$ cat config.mk
export PLATFORM = sky130hd
export DESIGN_NAME = arith_expression_tokenizer_core
export DESIGN_NICKNAME = d
export VERILOG_FILES = /design/src/design/aet_pkg.sv /design/src/design/aet_scan.sv /design/src/design/arith_expression_tokenizer_core.sv
export SDC_FILE = /design/constraint.sdc
export NUM_CORES = 1
export LEC_CHECK = 0
export ABC_AREA = 1
export BUFFER_PORTS_ARGS = -buffer_cell sky130_fd_sc_hd__clkbuf_2
export CORE_ASPECT_RATIO = 2
export CORE_MARGIN = 2
export CORE_UTILIZATION = 38
export CTS_CLUSTER_SIZE = 40
export DETAILED_ROUTE_END_ITERATION = 6
export PLACE_DENSITY = 0.65
export SYNTH_ARGS = -nofsm -noshare
export SYNTH_HDL_FRONTEND = slang
export SYNTH_HIERARCHICAL = 1
export SYNTH_SLANG_ARGS = --single-unit
$ cat constraint.sdc
create_clock -name clk -period 13.4 [get_ports clk]
set_input_delay 2.01 -clock clk [delete_from_list [all_inputs] [get_ports clk]]
set_output_delay 2.01 -clock clk [all_outputs]
set_load 0.03 [all_outputs]
$ cat src/design/aet_pkg.sv
`timescale 1ns / 1ps
// ----------------------------------------------------------------------------
// aet_pkg
// shared types, token kinds, scan modes and character codes of the tokenizer
// ----------------------------------------------------------------------------
package aet_pkg;

    // default parameter values
    localparam int NAME_MAX_DEFAULT   = 31;
    localparam int VALUE_BITS_DEFAULT = 31;
    localparam int LINE_BITS_DEFAULT  = 16;

    // output field widths
    localparam int KIND_W  = 4;
    localparam int VALUE_W = 31;
    localparam int CHARS_W = 64;
    localparam int LEN_W   = 5;
    localparam int LINE_W  = 16;
    localparam int NAME_SHOWN = 8;

    // token kinds
    localparam logic [KIND_W-1:0] TK_EOF   = 4'd0;
    localparam logic [KIND_W-1:0] TK_SEMI  = 4'd1;
    localparam logic [KIND_W-1:0] TK_PLUS  = 4'd2;
    localparam logic [KIND_W-1:0] TK_MINUS = 4'd3;
    localparam logic [KIND_W-1:0] TK_SLASH = 4'd4;
    localparam logic [KIND_W-1:0] TK_STAR  = 4'd5;
    localparam logic [KIND_W-1:0] TK_INT   = 4'd6;
    localparam logic [KIND_W-1:0] TK_NAME  = 4'd7;
    localparam logic [KIND_W-1:0] TK_ERR   = 4'd8;

    // scan modes
    localparam logic [1:0] MODE_IDLE = 2'd0;
    localparam logic [1:0] MODE_INT  = 2'd1;
    localparam logic [1:0] MODE_NAME = 2'd2;

    // character codes
    localparam logic [7:0] CH_NUL   = 8'h00;
    localparam logic [7:0] CH_TAB   = 8'h09;
    localparam logic [7:0] CH_NL    = 8'h0A;
    localparam logic [7:0] CH_VT    = 8'h0B;
    localparam logic [7:0] CH_FF    = 8'h0C;
    localparam logic [7:0] CH_CR    = 8'h0D;
    localparam logic [7:0] CH_SPACE = 8'h20;
    localparam logic [7:0] CH_STAR  = 8'h2A;
    localparam logic [7:0] CH_PLUS  = 8'h2B;
    localparam logic [7:0] CH_MINUS = 8'h2D;
    localparam logic [7:0] CH_SLASH = 8'h2F;
    localparam logic [7:0] CH_ZERO  = 8'h30;
    localparam logic [7:0] CH_NINE  = 8'h39;
    localparam logic [7:0] CH_SEMI  = 8'h3B;
    localparam logic [7:0] CH_UA    = 8'h41;
    localparam logic [7:0] CH_UZ    = 8'h5A;
    localparam logic [7:0] CH_UNDER = 8'h5F;
    localparam logic [7:0] CH_LA    = 8'h61;
    localparam logic [7:0] CH_LZ    = 8'h7A;

    // one result token
    typedef struct packed {
        logic [KIND_W-1:0]  kind;
        logic [VALUE_W-1:0] value;
        logic               ovf;
        logic [CHARS_W-1:0] chars;
        logic [LEN_W-1:0]   len;
        logic               trunc;
        logic [LINE_W-1:0]  line;
        logic               last;
    } tok_t;

    // tokens produced by one accepted item
    typedef struct packed {
        tok_t       tok0;
        tok_t       tok1;
        logic [1:0] count;
    } scan_out_t;

endpackage

$ cat src/design/aet_scan.sv
`timescale 1ns / 1ps
// ----------------------------------------------------------------------------
// aet_scan
// lexer state and per-character token decode, up to two tokens per item
// ----------------------------------------------------------------------------
module aet_scan #(
    parameter int NAME_MAX   = aet_pkg::NAME_MAX_DEFAULT,
    parameter int VALUE_BITS = aet_pkg::VALUE_BITS_DEFAULT,
    parameter int LINE_BITS  = aet_pkg::LINE_BITS_DEFAULT
) (
    input  logic               clk,
    input  logic               rst_n,
    input  logic               accept,
    input  logic [7:0]         character,
    input  logic               end_of_input,
    output aet_pkg::scan_out_t result
);
    import aet_pkg::*;

    localparam int SUM_W = VALUE_BITS + 4;
    localparam logic [SUM_W-1:0] MAXV = SUM_W'({VALUE_BITS{1'b1}});

    logic [1:0]            mode_reg, mode_next;
    logic [VALUE_BITS-1:0] acc_reg, acc_next;
    logic                  ovf_reg, ovf_next;
    logic [CHARS_W-1:0]    name_reg, name_next;
    logic [LEN_W-1:0]      cnt_reg, cnt_next;
    logic                  long_reg, long_next;
    logic [LINE_BITS-1:0]  line_reg, line_next;

    logic                  is_digit, is_name, is_space;
    logic [SUM_W-1:0]      sum;
    logic [62:0]           acc_wide;
    logic                  pend_valid, sec_valid;
    tok_t                  pend_tok, sec_tok;

    assign is_digit = (character >= CH_ZERO) && (character <= CH_NINE);
    assign is_name  = ((character >= CH_LA) && (character <= CH_LZ))
                   || ((character >= CH_UA) && (character <= CH_UZ))
                   || (character == CH_UNDER);
    assign is_space = (character == CH_SPACE) || (character == CH_TAB)
                   || (character == CH_NL) || (character == CH_VT)
                   || (character == CH_FF) || (character == CH_CR);

    // acc * 10 + digit, wide enough to see an overflow
    assign sum = {1'b0, acc_reg, 3'b000} + {3'b000, acc_reg, 1'b0}
               + SUM_W'(character[3:0]);

    assign acc_wide = 63'(acc_reg);

    always_comb
    begin
        mode_next  = mode_reg;
        acc_next   = acc_reg;
        ovf_next   = ovf_reg;
        name_next  = name_reg;
        cnt_next   = cnt_reg;
        long_next  = long_reg;
        line_next  = line_reg;
        pend_valid = 1'b0;
        sec_valid  = 1'b0;
        pend_tok   = '0;
        sec_tok    = '0;
        result     = '0;

        if (accept && !end_of_input && (character == CH_NL) && !(&line_reg)) begin
            line_next = line_reg + 1'b1;
        end

        // pending literal or identifier, used when it is closed
        if (mode_reg == MODE_INT) begin
            pend_tok.kind  = TK_INT;
            pend_tok.value = acc_wide[VALUE_W-1:0];
            pend_tok.ovf   = ovf_reg;
        end else begin
            pend_tok.kind  = TK_NAME;
            pend_tok.chars = name_reg;
            pend_tok.len   = cnt_reg;
            pend_tok.trunc = long_reg;
        end
        pend_tok.line = LINE_W'(line_next);
        sec_tok.line  = LINE_W'(line_next);

        if (accept) begin
            if (end_of_input) begin
                pend_valid   = (mode_reg == MODE_INT) || (mode_reg == MODE_NAME);
                sec_valid    = 1'b1;
                sec_tok.kind = TK_EOF;
                mode_next    = MODE_IDLE;
            end else if ((mode_reg == MODE_INT) && is_digit) begin
                if (sum > MAXV) begin
                    acc_next = {VALUE_BITS{1'b1}};
                    ovf_next = 1'b1;
                end else begin
                    acc_next = sum[VALUE_BITS-1:0];
                end
            end else if ((mode_reg == MODE_NAME) && is_name) begin
                if (cnt_reg < LEN_W'(NAME_MAX)) begin
                    for (int i = 0; i < NAME_SHOWN; i++) begin
                        if (cnt_reg == LEN_W'(i)) begin
                            name_next[8*i +: 8] = character;
                        end
                    end
                    cnt_next = cnt_reg + 1'b1;
                end else begin
                    long_next = 1'b1;
                end
            end else begin
                pend_valid = (mode_reg == MODE_INT) || (mode_reg == MODE_NAME);
                mode_next  = MODE_IDLE;
                if ((character == CH_NUL) || is_space) begin
                    sec_valid = 1'b0;
                end else if (character == CH_SEMI) begin
                    sec_valid    = 1'b1;
                    sec_tok.kind = TK_SEMI;
                end else if (character == CH_PLUS) begin
                    sec_valid    = 1'b1;
                    sec_tok.kind = TK_PLUS;
                end else if (character == CH_MINUS) begin
                    sec_valid    = 1'b1;
                    sec_tok.kind = TK_MINUS;
                end else if (character == CH_SLASH) begin
                    sec_valid    = 1'b1;
                    sec_tok.kind = TK_SLASH;
                end else if (character == CH_STAR) begin
                    sec_valid    = 1'b1;
                    sec_tok.kind = TK_STAR;
                end else if (is_digit) begin
                    mode_next = MODE_INT;
                    acc_next  = VALUE_BITS'(character[3:0]);
                    ovf_next  = 1'b0;
                end else if (is_name) begin
                    mode_next = MODE_NAME;
                    name_next = CHARS_W'(character);
                    cnt_next  = LEN_W'(1);
                    long_next = 1'b0;
                end else begin
                    sec_valid     = 1'b1;
                    sec_tok.kind  = TK_ERR;
                    sec_tok.chars = CHARS_W'(character);
                end
            end
        end

        // pack into slot order, last flag on the final token of the item
        if (pend_valid) begin
            result.tok0 = pend_tok;
            result.tok1 = sec_tok;
            result.tok0.last = !sec_valid;
            result.tok1.last = 1'b1;
        end else begin
            result.tok0 = sec_tok;
            result.tok0.last = 1'b1;
        end
        result.count = {1'b0, pend_valid} + {1'b0, sec_valid};
    end

    always_ff @(posedge clk or negedge rst_n)
    begin
        if (!rst_n) begin
            mode_reg <= MODE_IDLE;
            acc_reg  <= '0;
            ovf_reg  <= 1'b0;
            name_reg <= '0;
            cnt_reg  <= '0;
            long_reg <= 1'b0;
            line_reg <= '0;
        end else begin
            mode_reg <= mode_next;
            acc_reg  <= acc_next;
            ovf_reg  <= ovf_next;
            name_reg <= name_next;
            cnt_reg  <= cnt_next;
            long_reg <= long_next;
            line_reg <= line_next;
        end
    end

endmodule

$ cat src/design/arith_expression_tokenizer_core.sv
`timescale 1ns / 1ps
// queue: a token is registered into the result queue when its item is accepted
// throughput: one item per cycle while m_tready is high; an item that closes a
//   literal or identifier and also yields its own token puts two tokens in the
//   two-entry result queue, which holds s_tready low until the first is taken
// reset: asynchronous, clears scan mode, accumulators, line count and queue
// ----------------------------------------------------------------------------
// arith_expression_tokenizer_core
// character-at-a-time lexer for integer expressions with a token output queue
// ----------------------------------------------------------------------------
module arith_expression_tokenizer_core #(
    parameter int NAME_MAX   = aet_pkg::NAME_MAX_DEFAULT,
    parameter int VALUE_BITS = aet_pkg::VALUE_BITS_DEFAULT,
    parameter int LINE_BITS  = aet_pkg::LINE_BITS_DEFAULT
) (
    input  logic         clk,
    input  logic         rst_n,
    // input items
    input  logic         s_tvalid,
    output logic         s_tready,
    input  logic [7:0]   s_tdata,   // [7:0] character
    input  logic         s_tuser,   // [0] end_of_input
    // result items
    output logic         m_tvalid,
    input  logic         m_tready,
    // [30:0] literal_value, [31] value_overflow, [95:32] name_chars,
    // [100:96] name_length, [101] name_truncated, [117:102] line_number,
    // [119:118] zero
    output logic [119:0] m_tdata,
    output logic [3:0]   m_tuser,   // [3:0] token_kind
    output logic         m_tlast    // last token caused by the item
);
    import aet_pkg::*;

    scan_out_t  scan;
    logic       accept;
    logic       pop;

    // two-entry result queue, slot 0 is the head
    tok_t       q0_reg, q0_next;
    tok_t       q1_reg, q1_next;
    logic [1:0] cnt_reg, cnt_next;
    logic [1:0] cnt_kept;
    tok_t       kept0;
    tok_t       kept1;

    assign m_tvalid = (cnt_reg != 2'd0);
    assign pop      = m_tvalid && m_tready;

    // room for two tokens after this cycle's pop
    assign s_tready = (cnt_reg == 2'd0) || ((cnt_reg == 2'd1) && m_tready);
    assign accept   = s_tvalid && s_tready;

    aet_scan #(
        .NAME_MAX   (NAME_MAX),
        .VALUE_BITS (VALUE_BITS),
        .LINE_BITS  (LINE_BITS)
    ) u_scan (
        .clk          (clk),
        .rst_n        (rst_n),
        .accept       (accept),
        .character    (s_tdata),
        .end_of_input (s_tuser),
        .result       (scan)
    );

    always_comb
    begin
        // drop the head if it is taken this cycle
        if (pop) begin
            kept0    = q1_reg;
            kept1    = q1_reg;
            cnt_kept = cnt_reg - 2'd1;
        end else begin
            kept0    = q0_reg;
            kept1    = q1_reg;
            cnt_kept = cnt_reg;
        end

        // append new tokens behind what remains
        case (cnt_kept)
            2'd0:
            begin
                q0_next = scan.tok0;
                q1_next = scan.tok1;
            end
            2'd1:
            begin
                q0_next = kept0;
                q1_next = scan.tok0;
            end
            default:
            begin
                q0_next = kept0;
                q1_next = kept1;
            end
        endcase

        cnt_next = cnt_kept + scan.count;
    end

    always_ff @(posedge clk or negedge rst_n)
    begin
        if (!rst_n) begin
            cnt_reg <= 2'd0;
        end else begin
            cnt_reg <= cnt_next;
        end
    end

    // token payload needs no reset
    always_ff @(posedge clk)
    begin
        q0_reg <= q0_next;
        q1_reg <= q1_next;
    end

    assign m_tdata = {2'b00, q0_reg.line, q0_reg.trunc, q0_reg.len,
                      q0_reg.chars, q0_reg.ovf, q0_reg.value};
    assign m_tuser = q0_reg.kind;
    assign m_tlast = q0_reg.last;

endmodule
## Word-level counts from Yosys, hierarchy flattened

Cells that the tools add are included.

| word-level totals | value |
|---|---|
| register bits after elaboration | 368 |
| input port bits | 13 |
| output and inout bits | 127 |
| logic and storage cells | 264 |

| cells by class | value |
|---|---|
| add/sub/neg operators | 7 |
| order comparisons | 8 |
| eq/ne operators | 50 |
| multiplexer cells | 119 |
| bitwise logic cells | 2 |
| reductions and logical operators | 47 |

Operators with widths:

| kind | count |
|---|---|
| $mux W64 | 21 |
| $mux W123 | 4 |
| $mux W31 | 10 |
| $pmux W123 S2 | 1 |
| $reduce_and A13 Y1 | 8 |
| $mux W8 | 9 |
| $mux W70 | 1 |
| $mux W5 | 10 |
| $eq A8 B6 Y1 const B | 6 |
| $mux W4 | 12 |
| $eq A8 B4 Y1 const B | 5 |
| $mux W1 | 37 |
| $add A34 B32 Y35 | 1 |
| $add A35 B4 Y35 | 1 |
| $gt A35 B31 Y1 const B | 1 |
| $mux W32 | 1 |
| $ne A2 B2 Y1 const B | 14 |
| $ne A2 B1 Y1 const B | 13 |
| $mux W2 | 12 |
| $reduce_and A12 Y1 | 2 |
| $eq A5 B3 Y1 const B | 4 |
| $add A16 B1 Y16 const B | 1 |
| $ge A8 B7 Y1 const B | 2 |
| $le A8 B7 Y1 const B | 2 |
| other kinds (25) | 55 |

## Longest topological paths before layout

Gate-level depths: netlist of run 1.

| logic depth | value |
|---|---|
| depth in word-level cells | 19 |
| mapped depth | 20 |

## Hierarchy

Netlist of run 1, hierarchy kept.

Modules (own cells, without submodules):

| module | instances | cells each | area each (µm²) | sequential area each (µm²) |
|---|---|---|---|---|
| arith_expression_tokenizer_core | 1 | 1094 | 11116.9 | 7437.1 |
| aet_scan | 1 | 1411 | 9693.0 | 3002.9 |

## Worst setup path after synthesis of run 1

Ideal clock, no wire load.

| timing path | value |
|---|---|
| kind | input to register |
| start point | input m_tready |
| end point | register q0_reg, in the netlist m_tdata[0], enable pin |
| setup time | 0.487 ns |
| arrival time | 5.320 ns |
| path slack | 7.593 ns |
| stages | 7 |
| path buffers | 2 |
| path through | nand2_2 > nand2_1 > nand2_1 > nand2_2 > buf_6 > buf_4 > nand2_1 |

| on the way | value |
|---|---|
| word-level cells in the longest chain between the ends | 4 |

RTL lines:

| what | line | RTL |
|---|---|---|
| start: declaration | arith_expression_tokenizer_core.sv:25 | `input logic m_tready,` |
| $logic_and A1 B1 Y1 * | arith_expression_tokenizer_core.sv:48 | `assign pop = m_tvalid && m_tready;` |
| $mux W2 | arith_expression_tokenizer_core.sv:70 | `if (pop) begin` |
| $logic_not A2 Y1 | arith_expression_tokenizer_core.sv:81 | `case (cnt_kept)` |
| $reduce_bool A2 Y1 (no source line) * | -- |  |
| end signal: assignment | arith_expression_tokenizer_core.sv:114 | `q0_reg <= q0_next;` |
| end: declaration | arith_expression_tokenizer_core.sv:40 | `tok_t q0_reg, q0_next;` |

Every way passes the cells marked *; elsewhere a longest branch is shown, timed or not.
A chain may end at the register's enable or synchronous reset.

==> results of run 1 <==
[layer usage]
layer / routed length (microns) / part of all wire (%) / vias to the layer above / global-route usage (%)
met2: 29500 / 54 / 388 / 36.7
li1: - / - / 8048 / -
met5: 84 / 0.15 / - / 0
met4: 2710 / 4.9 / 12 / 9.69
met1: 20300 / 37 / 7599 / 19.8
met3: 2170 / 4.0 / 125 / 2.14
[placed cells by master (no fill, tap or decap), types with 3 or more instances in the layout]
cell type	netlist	routed
nand2_1	865	863
nand3_1	310	310
edfxtp_1	246	246
inv_1	202	202
nor2_1	175	175
clkbuf_2	0	136
dfrtp_1	122	122
conb_1	2	96
o21ai_0	83	83
ha_1	73	73
a21oi_1	35	35
clkbuf_16	0	31
o21ai_1	23	23
xor2_1	23	23
nor2_2	17	17
xnor2_1	16	16
nor3_1	15	15
buf_4	118	14
clkinv_1	3	13
nand4_1	12	12
clkbuf_1	11	9
inv_2	8	8
o21a_1	8	8
nand2_2	11	7
nand2_4	0	5
nor2_4	5	5
o21bai_1	4	4
bufinv_16	0	3
nor3_2	3	3
and2_1	3	3
and3_1	3	3
nand3b_1	3	3
a31oi_1	3	3
[power by group through the flow]
stage | combinational (mW) | clock, mW | sequential (mW)
after CTS | 3.11 | 0.917 | 2.19
final | 3.08 | 0.893 | 2.18
after global routing | 3.42 | 0.951 | 2.23
after floorplan | 1.92 | 0 | 2.57
after detailed placement | 3.10 | 0 | 2.20
after global placement | 3.06 | 0 | 2.19
[area by class of cell]
| type | count | area share [%] |
|---|---|---|
| timing repair buffer | 150 | 3.50 |
| clock buffer | 40 | 3.61 |
| tap | 676 | 3.77 |
| multi-input combinational | 1806 | 38.4 |
| clock inverter | 16 | 0.647 |
| sequential | 368 | 46.5 |
| inverter | 213 | 3.56 |
[logic make-up after synthesis]
| family | after synthesis |
|---|---|
| compound gates | 169 |
| xor+xnor | 39 |
| fa+ha+maj | 75 |
| buf+inv | 425 |
| flops | 368 |
| other cells | 2 |
| simple gates | 1427 |
[worst max-delay path by stage]
stage / endpoint / cells past startpoint / slack (ns)
6_report: kept1[30] / 13 / 8.26
5_1_grt: m_tdata[51] / 7 / 8.05
4_1_cts: m_tdata[48] / 7 / 8.27
3_5_place_dp: m_tdata[48] / 7 / 7.66
3_3_place_gp: m_tdata[46] / 7 / 7.80
2_1_floorplan: m_tdata[0] / 7 / 7.59
[worst max-delay path, stage by stage]
cell	delay [ns]
clkbuf_2	0.14
nand2_1	0.11
a21boi_0	0.78
inv_2	0.12
a21oi_1	0.16
o31ai_1	0.14
a21oi_4	0.40
nand2_2	0.75
inv_1	0.49
nand2_1	0.09
o21ai_0	0.12
nand3_1	0.11
nand2_1	0.12
[metrics by stage]
stage / cells / hold WS (ns)
2_1_floorplan: 2599 / 0.423
3_3_place_gp: 3213 / 0.436
3_5_place_dp: 3213 / 0.466
4_1_cts: 3269 / 0.484
5_1_grt: 3269 / 0.506
6_report: 3269 / 0.481
==> results.py, run 1 <==
metrics = {
    "run_status": {
        "outcome": "complete, but fails checks",
        "violations": "design-rule violations",
    },
    "layout": {
        "largest_reg_flops": 123,
        "fillers": 5423,
        "areaGrowthSynthToFinish_pct": 7.78,
        "diodes": 0,
        "fin_nets": 2658,
        "regArea_sq_um": 10400,
        "finish.utilization_pct": 41.3,
        "stdcell_area_sq_um": 22400,
        "drive_above_1_share_pct": 9.22,
        "multi_input_area_sq_um": 8600,
    },
    "logic_synthesis": {
        "synth_compound_area_share_pct": 4.49,
        "yosysWarnings": 6,
        "yosys.cell_count.top_type": "nand2_1",
        "synth_cells": 2505,
        "ys_ff_latch": 368,
        "ys_types": 45,
        "synth.area.mux_share_pct": 0,
        "yosys-top-cells-count": "nand2_1 (865), nand3_1 (310), edfxtp_1 (246)",
        "synth_async_sr_flop_share_pct": 33.2,
        "synth-simple-area-share_pct": 28.7,
        "ys.flop_type": "edfxtp_1",
        "synth_top_area_cell": "edfxtp_1",
        "synth-edff-count": 246,
        "syn_area_per_cell_sq_um": 8.31,
        "ys_seq_area_share_pct": 50.2,
        "syn_area_sq_um": 20800,
        "yosysTopAreaCellShare_pct": 35.5,
        "yosys.area_share.xor_xnor_pct": 1.64,
        "synth_top_family_by_area": "simple AND/OR/NAND/NOR gates",
        "synth.area.top_cells": "edfxtp_1 (35%), nand2_1 (16%), dfrtp_1 (15%), nand3_1 (7.5%), ha_1 (4.4%)",
        "synthAdderAreaFrac_pct": 4.58,
    },
    "sta": {
        "setup_tns_ns": 0,
        "slew_headroom_pct": 21.4,
        "slew_viol_final": 0,
        "period_share_pct": 38.4,
        "finalWorstSetupSlack_ns": 8.26,
        "finalHoldViolations": 0,
        "max_freq_ghz": 0.195,
        "rsz0062_at_grt": "false",
        "setup-violations-final": 0,
        "clock_skew_ns": 0.0161,
        "fin_crit_ns": 5.14,
        "tightest_slew_ns": 1.17,
    },
    "hold_path": {
        "holdPathStages": 2,
        "holdCritPathClass": "reg -> reg",
        "hp-start": "u_scan/name_reg[6]",
        "whs_endpoint": "u_scan/name_reg[6]",
    },
    "floorplan": {
        "start_util_pct": 38.3,
        "die_area_sq_um": 56800,
        "num_rows": 121,
        "io_pins": 140,
        "fp.dieH_microns": 335,
        "die_w_microns": 169,
        "coreArea_sq_um": 54400,
    },
    "drt": {
        "drc": 3,
        "drt-pass1-iter-count": 7,
        "ant_nets": 0,
        "wire_per_inst_microns": 16.7,
        "viasPerCell": 4.95,
        "drt_iter0_drc": 1049,
        "vias": 16200,
        "routed_wl_microns": 54700,
    },
    "setup_path": {
        "startpoint_type": "input pin",
        "reg2reg_to": "m_tdata[48]",
        "reg2reg_setup_slack_ns": 9.10,
        "reg2reg_from": "cnt_reg[0]",
        "reg2reg_depth": 9,
        "crit_fanout": 50,
        "cp_data_required_time_ns": 13.84,
        "worstSetupEndpointType": "register",
        "worstSetupStartpoint": "m_tready",
        "cp.arrival_ns": 5.58,
        "path_class": "in -> reg",
    },
    "power": {
        "report.power.total_mw": 6.16,
        "powerDensity_nw_per_um2": 274,
        "max-vdd-ir-drop_v": 0.000145,
        "swShare_pct": 47.0,
        "pwr-share-comb_pct": 50.1,
        "clkPwrFrac_pct": 14.5,
        "power_frac_seq_pct": 35.4,
        "switching_power_mw": 2.90,
        "power.internal_mw": 3.26,
        "power_leakage_nw": 10.9,
    },
    "global_routing": {
        "antenna_found_initial": 6,
        "grt_pass1_wl_microns": 84800,
        "grt_max_degree": 113,
        "track_usage_pct": 19.0,
        "grt_pass1_vias": 16100,
        "overflow": 0,
    },
    "placement": {
        "numPortBuffers": 137,
        "pre_cts_ws_ns": 7.66,
        "placed_area_sq_um": 21500,
        "hpwlAfterDp_microns": 39300,
        "routabilityCongestion": 0.987,
    },
    "clocking": {
        "ctsHoldBuffers": 0,
        "ctsLongestPathBuffers": 3,
        "cts_root_buf": "clkbuf_16",
        "cts_tree": "done",
        "cts_buffers": 31,
        "post_cts_buffers": 0,
        "clock_latency_ns": 0.58,
        "cts_resized": 0,
        "htree_num_levels": 1,
        "clock-sinks": 368,
        "clk_pin_slew_ns": 0.07,
    },
    "flow_run": {
        "max-cap-violations": 0,
    },
}
(Power assumes the default switching activity.)
==> inputs of run 2 (changes only) <==
--- a/config.mk
+++ b/config.mk
@@ -5,7 +5,7 @@
 export SDC_FILE = /design/constraint.sdc
 export NUM_CORES = 1
 export LEC_CHECK = 0
-export ABC_AREA = 1
+export ABC_AREA = 0
 export BUFFER_PORTS_ARGS = -buffer_cell sky130_fd_sc_hd__clkbuf_2
 export CORE_ASPECT_RATIO = 2
 export CORE_MARGIN = 2
==> constraint.sdc (replaced) <==
create_clock -name clk -period 4.81 [get_ports clk]
set_input_delay 0.7215 -clock clk [delete_from_list [all_inputs] [get_ports clk]]
set_output_delay 0.7215 -clock clk [all_outputs]
set_load 0.03 [all_outputs]
==> results.py, run 2 <==
metrics = {
    "run_status": {
        "outcome": "finished clean",
    },
    "setup_path": {
        "reg2reg_to": "u_scan/acc_reg[28]",
        "reg2reg_from": "u_scan/acc_reg[22]",
        "startpoint_type": "register",
        "cp.arrival_ns": 4.73,
        "reg2reg_depth": 10,
        "cp_slowest_cell": "nor4_1",
        "path_class": "reg -> reg",
        "cp_data_required_time_ns": 5.20,
        "path_cells": "ha_1, ha_1, nand2_1, nor4_1, inv_1, o2111ai_1, o211ai_1, xnor2_1, nor4_1, a21oi_1",
        "worstSetupEndpointType": "register",
        "max_stage_delay_ns": 0.86,
        "crit_fanout": 8,
        "worstSetupStartpoint": "u_scan/acc_reg[22]",
        "reg2reg_setup_slack_ns": 0.46,
    },
    "logic_synthesis": {
        "yosysTopAreaCellShare_pct": 37.5,
        "yosys-top-cells-count": "edfxtp_1 (246), mux2_2 (203), dfrtp_1 (122)",
        "synth_async_sr_flop_share_pct": 33.2,
        "synth-edff-count": 246,
        "ys_seq_area_share_pct": 52.9,
        "ys_types": 75,
        "synth.area.mux_share_pct": 17.0,
        "synth_compound_area_share_pct": 6.66,
        "synth_top_area_cell": "edfxtp_1",
        "synth_top_family_by_area": "multiplexers",
        "yosys.cell_count.top_type": "edfxtp_1",
        "synth_cells": 1549,
        "synth-simple-area-share_pct": 9.98,
        "syn_area_per_cell_sq_um": 12.7,
        "syn_area_sq_um": 19700,
        "yosysWarnings": 6,
        "synth.area.top_cells": "edfxtp_1 (37%), dfrtp_1 (15%), mux2_2 (12%), mux2_1 (5.3%), ha_1 (4.6%)",
        "ys_ff_latch": 368,
        "synthAdderAreaFrac_pct": 4.83,
        "ys.flop_type": "edfxtp_1",
        "yosys.area_share.xor_xnor_pct": 2.13,
    },
    "sta": {
        "slew_viol_final": 0,
        "finalHoldViolations": 0,
        "setup_tns_ns": 0,
        "tightest_slew_ns": 1.17,
        "clock_skew_ns": 0.0146,
        "max_freq_ghz": 0.230,
        "slew_headroom_pct": 21.5,
        "finalWorstSetupSlack_ns": 0.464,
        "rsz0062_at_grt": "false",
        "period_share_pct": 90.3,
        "setup-violations-final": 0,
        "fin_crit_ns": 4.35,
    },
    "layout": {
        "largest_reg_flops": 123,
        "layout_common_cells": "edfxtp_1 (246), mux2_2 (203), clkbuf_2 (136)",
        "drive_above_1_share_pct": 25.9,
        "areaGrowthSynthToFinish_pct": 10.5,
        "fin_nets": 1756,
        "fillers": 4781,
        "final_common_cell": "edfxtp_1",
    },
    "clocking": {
        "clock_latency_ns": 0.53,
        "clk_pin_slew_ns": 0.07,
        "post_cts_buffers": 0,
        "htree_num_levels": 2,
        "ctsHoldBuffers": 0,
        "cts_buffers": 34,
        "ctsLongestPathBuffers": 3,
        "cts_resized": 0,
        "cts_root_buf": "clkbuf_16",
        "cts_tree": "done",
        "clock-sinks": 368,
    },
    "global_routing": {
        "grt_pass1_vias": 13100,
        "overflow": 0,
        "grt_max_degree": 124,
        "antenna_found_initial": 6,
        "track_usage_pct": 18.1,
        "grt_pass1_wl_microns": 74500,
    },
    "drt": {
        "drt_iter0_drc": 585,
        "drc": 0,
        "drt-pass1-iter-count": 5,
        "routed_wl_microns": 48100,
        "viasPerCell": 5.25,
        "vias": 12400,
        "ant_nets": 0,
        "wire_per_inst_microns": 20.4,
    },
    "hold_path": {
        "holdCritPathClass": "in -> async",
    },
    "floorplan": {
        "fp.dieH_microns": 326,
        "die_w_microns": 165,
        "coreArea_sq_um": 51500,
        "num_rows": 118,
        "die_area_sq_um": 53800,
        "io_pins": 140,
        "start_util_pct": 38.3,
    },
    "power": {
        "power_leakage_nw": 9.70,
        "max-vdd-ir-drop_v": 0.000885,
        "report.power.total_mw": 13.8,
        "powerDensity_nw_per_um2": 634,
    },
    "placement": {
        "numPortBuffers": 137,
        "pre_cts_ws_ns": 0.333,
        "hpwlAfterDp_microns": 33700,
        "routabilityCongestion": 0.956,
    },
    "flow_run": {
        "max-cap-violations": 0,
    },
}
==> run 2: changes by cell type after synthesis, sizes merged, moves of 71 or more <==
cell   delta
and3     +91
buf      -71
inv     -179
mux2    +296
nand2   -794
nand3   -296
nor2    -145
==> run 2: cell families after synthesis <==
| kind of cell | Yosys count |
|---|---|
| and+or+nand+nor | 365 |
| muxes | 297 |
| AOI/OAI and AO/OA | 191 |
| adders and majority gates | 75 |
| DFF | 368 |
| xor gates and xnor gates | 48 |
| other | 2 |
| buffers and inverters | 203 |
==> run 2: routing by layer <==
layer	global-route usage, %	up-vias	wire length, microns
met3	2.46	127	1750
met5	0	-	52
li1	-	5770	-
met2	34.6	272	26500
met1	18.1	6188	16800
met4	10.9	8	2990
==> run 2: worst max path at each step <==
stage	endpoint	slack [ns]
global route	u_scan/acc_reg[21]	0.36
global placement	u_scan/acc_reg[28]	0.51
floorplan	m_tdata[0]	0.63
CTS	u_scan/acc_reg[28]	0.60
finish	u_scan/acc_reg[28]	0.46
detailed placement	u_scan/acc_reg[28]	0.33
==> run 2: report_power, final <==
group,total (mW),switching [mW],internal [mW]
clock network,2.72,1.21,1.52
registers,5.73,0.475,5.26
logic,5.35,3.51,1.85
total,13.8,5.19,8.62
==> run 2: worst max-delay path, delay by kind of cell (launching register included) <==
kind	cells	cell delay (ns)
simple gates	3	1.76
fa+ha+maj	2	0.86
compound gates	3	0.68
flops	1	0.50
xor+xnor	1	0.27
buf+inv	1	0.14
==> run 2: area by class of cell <==
type	instances	area [sq um]	share of cell area [%]
sequential	368	10400	47.9
multi-input combinational	1072	8390	38.5
clock buffer	48	965	4.43
timing repair buffer	161	918	4.21
tap	660	826	3.79
clock inverter	13	129	0.591
inverter	31	119	0.545
antenna	3	7.51	0.0345
==> run 2: metrics by stage <==
step / std cells / hold WS, ns / instance area [sq um] / util (%)
global placement: 2292 / 0.454 / 20700 / 40.2
global route: 2354 / 0.291 / 21800 / 42.3
detailed placement: 2292 / 0.453 / 20700 / 40.2
finish: 2356 / 0.231 / 21800 / 42.3
floorplan: 1643 / 0.426 / 20100 / -
CTS: 2353 / 0.254 / 21800 / 42.3
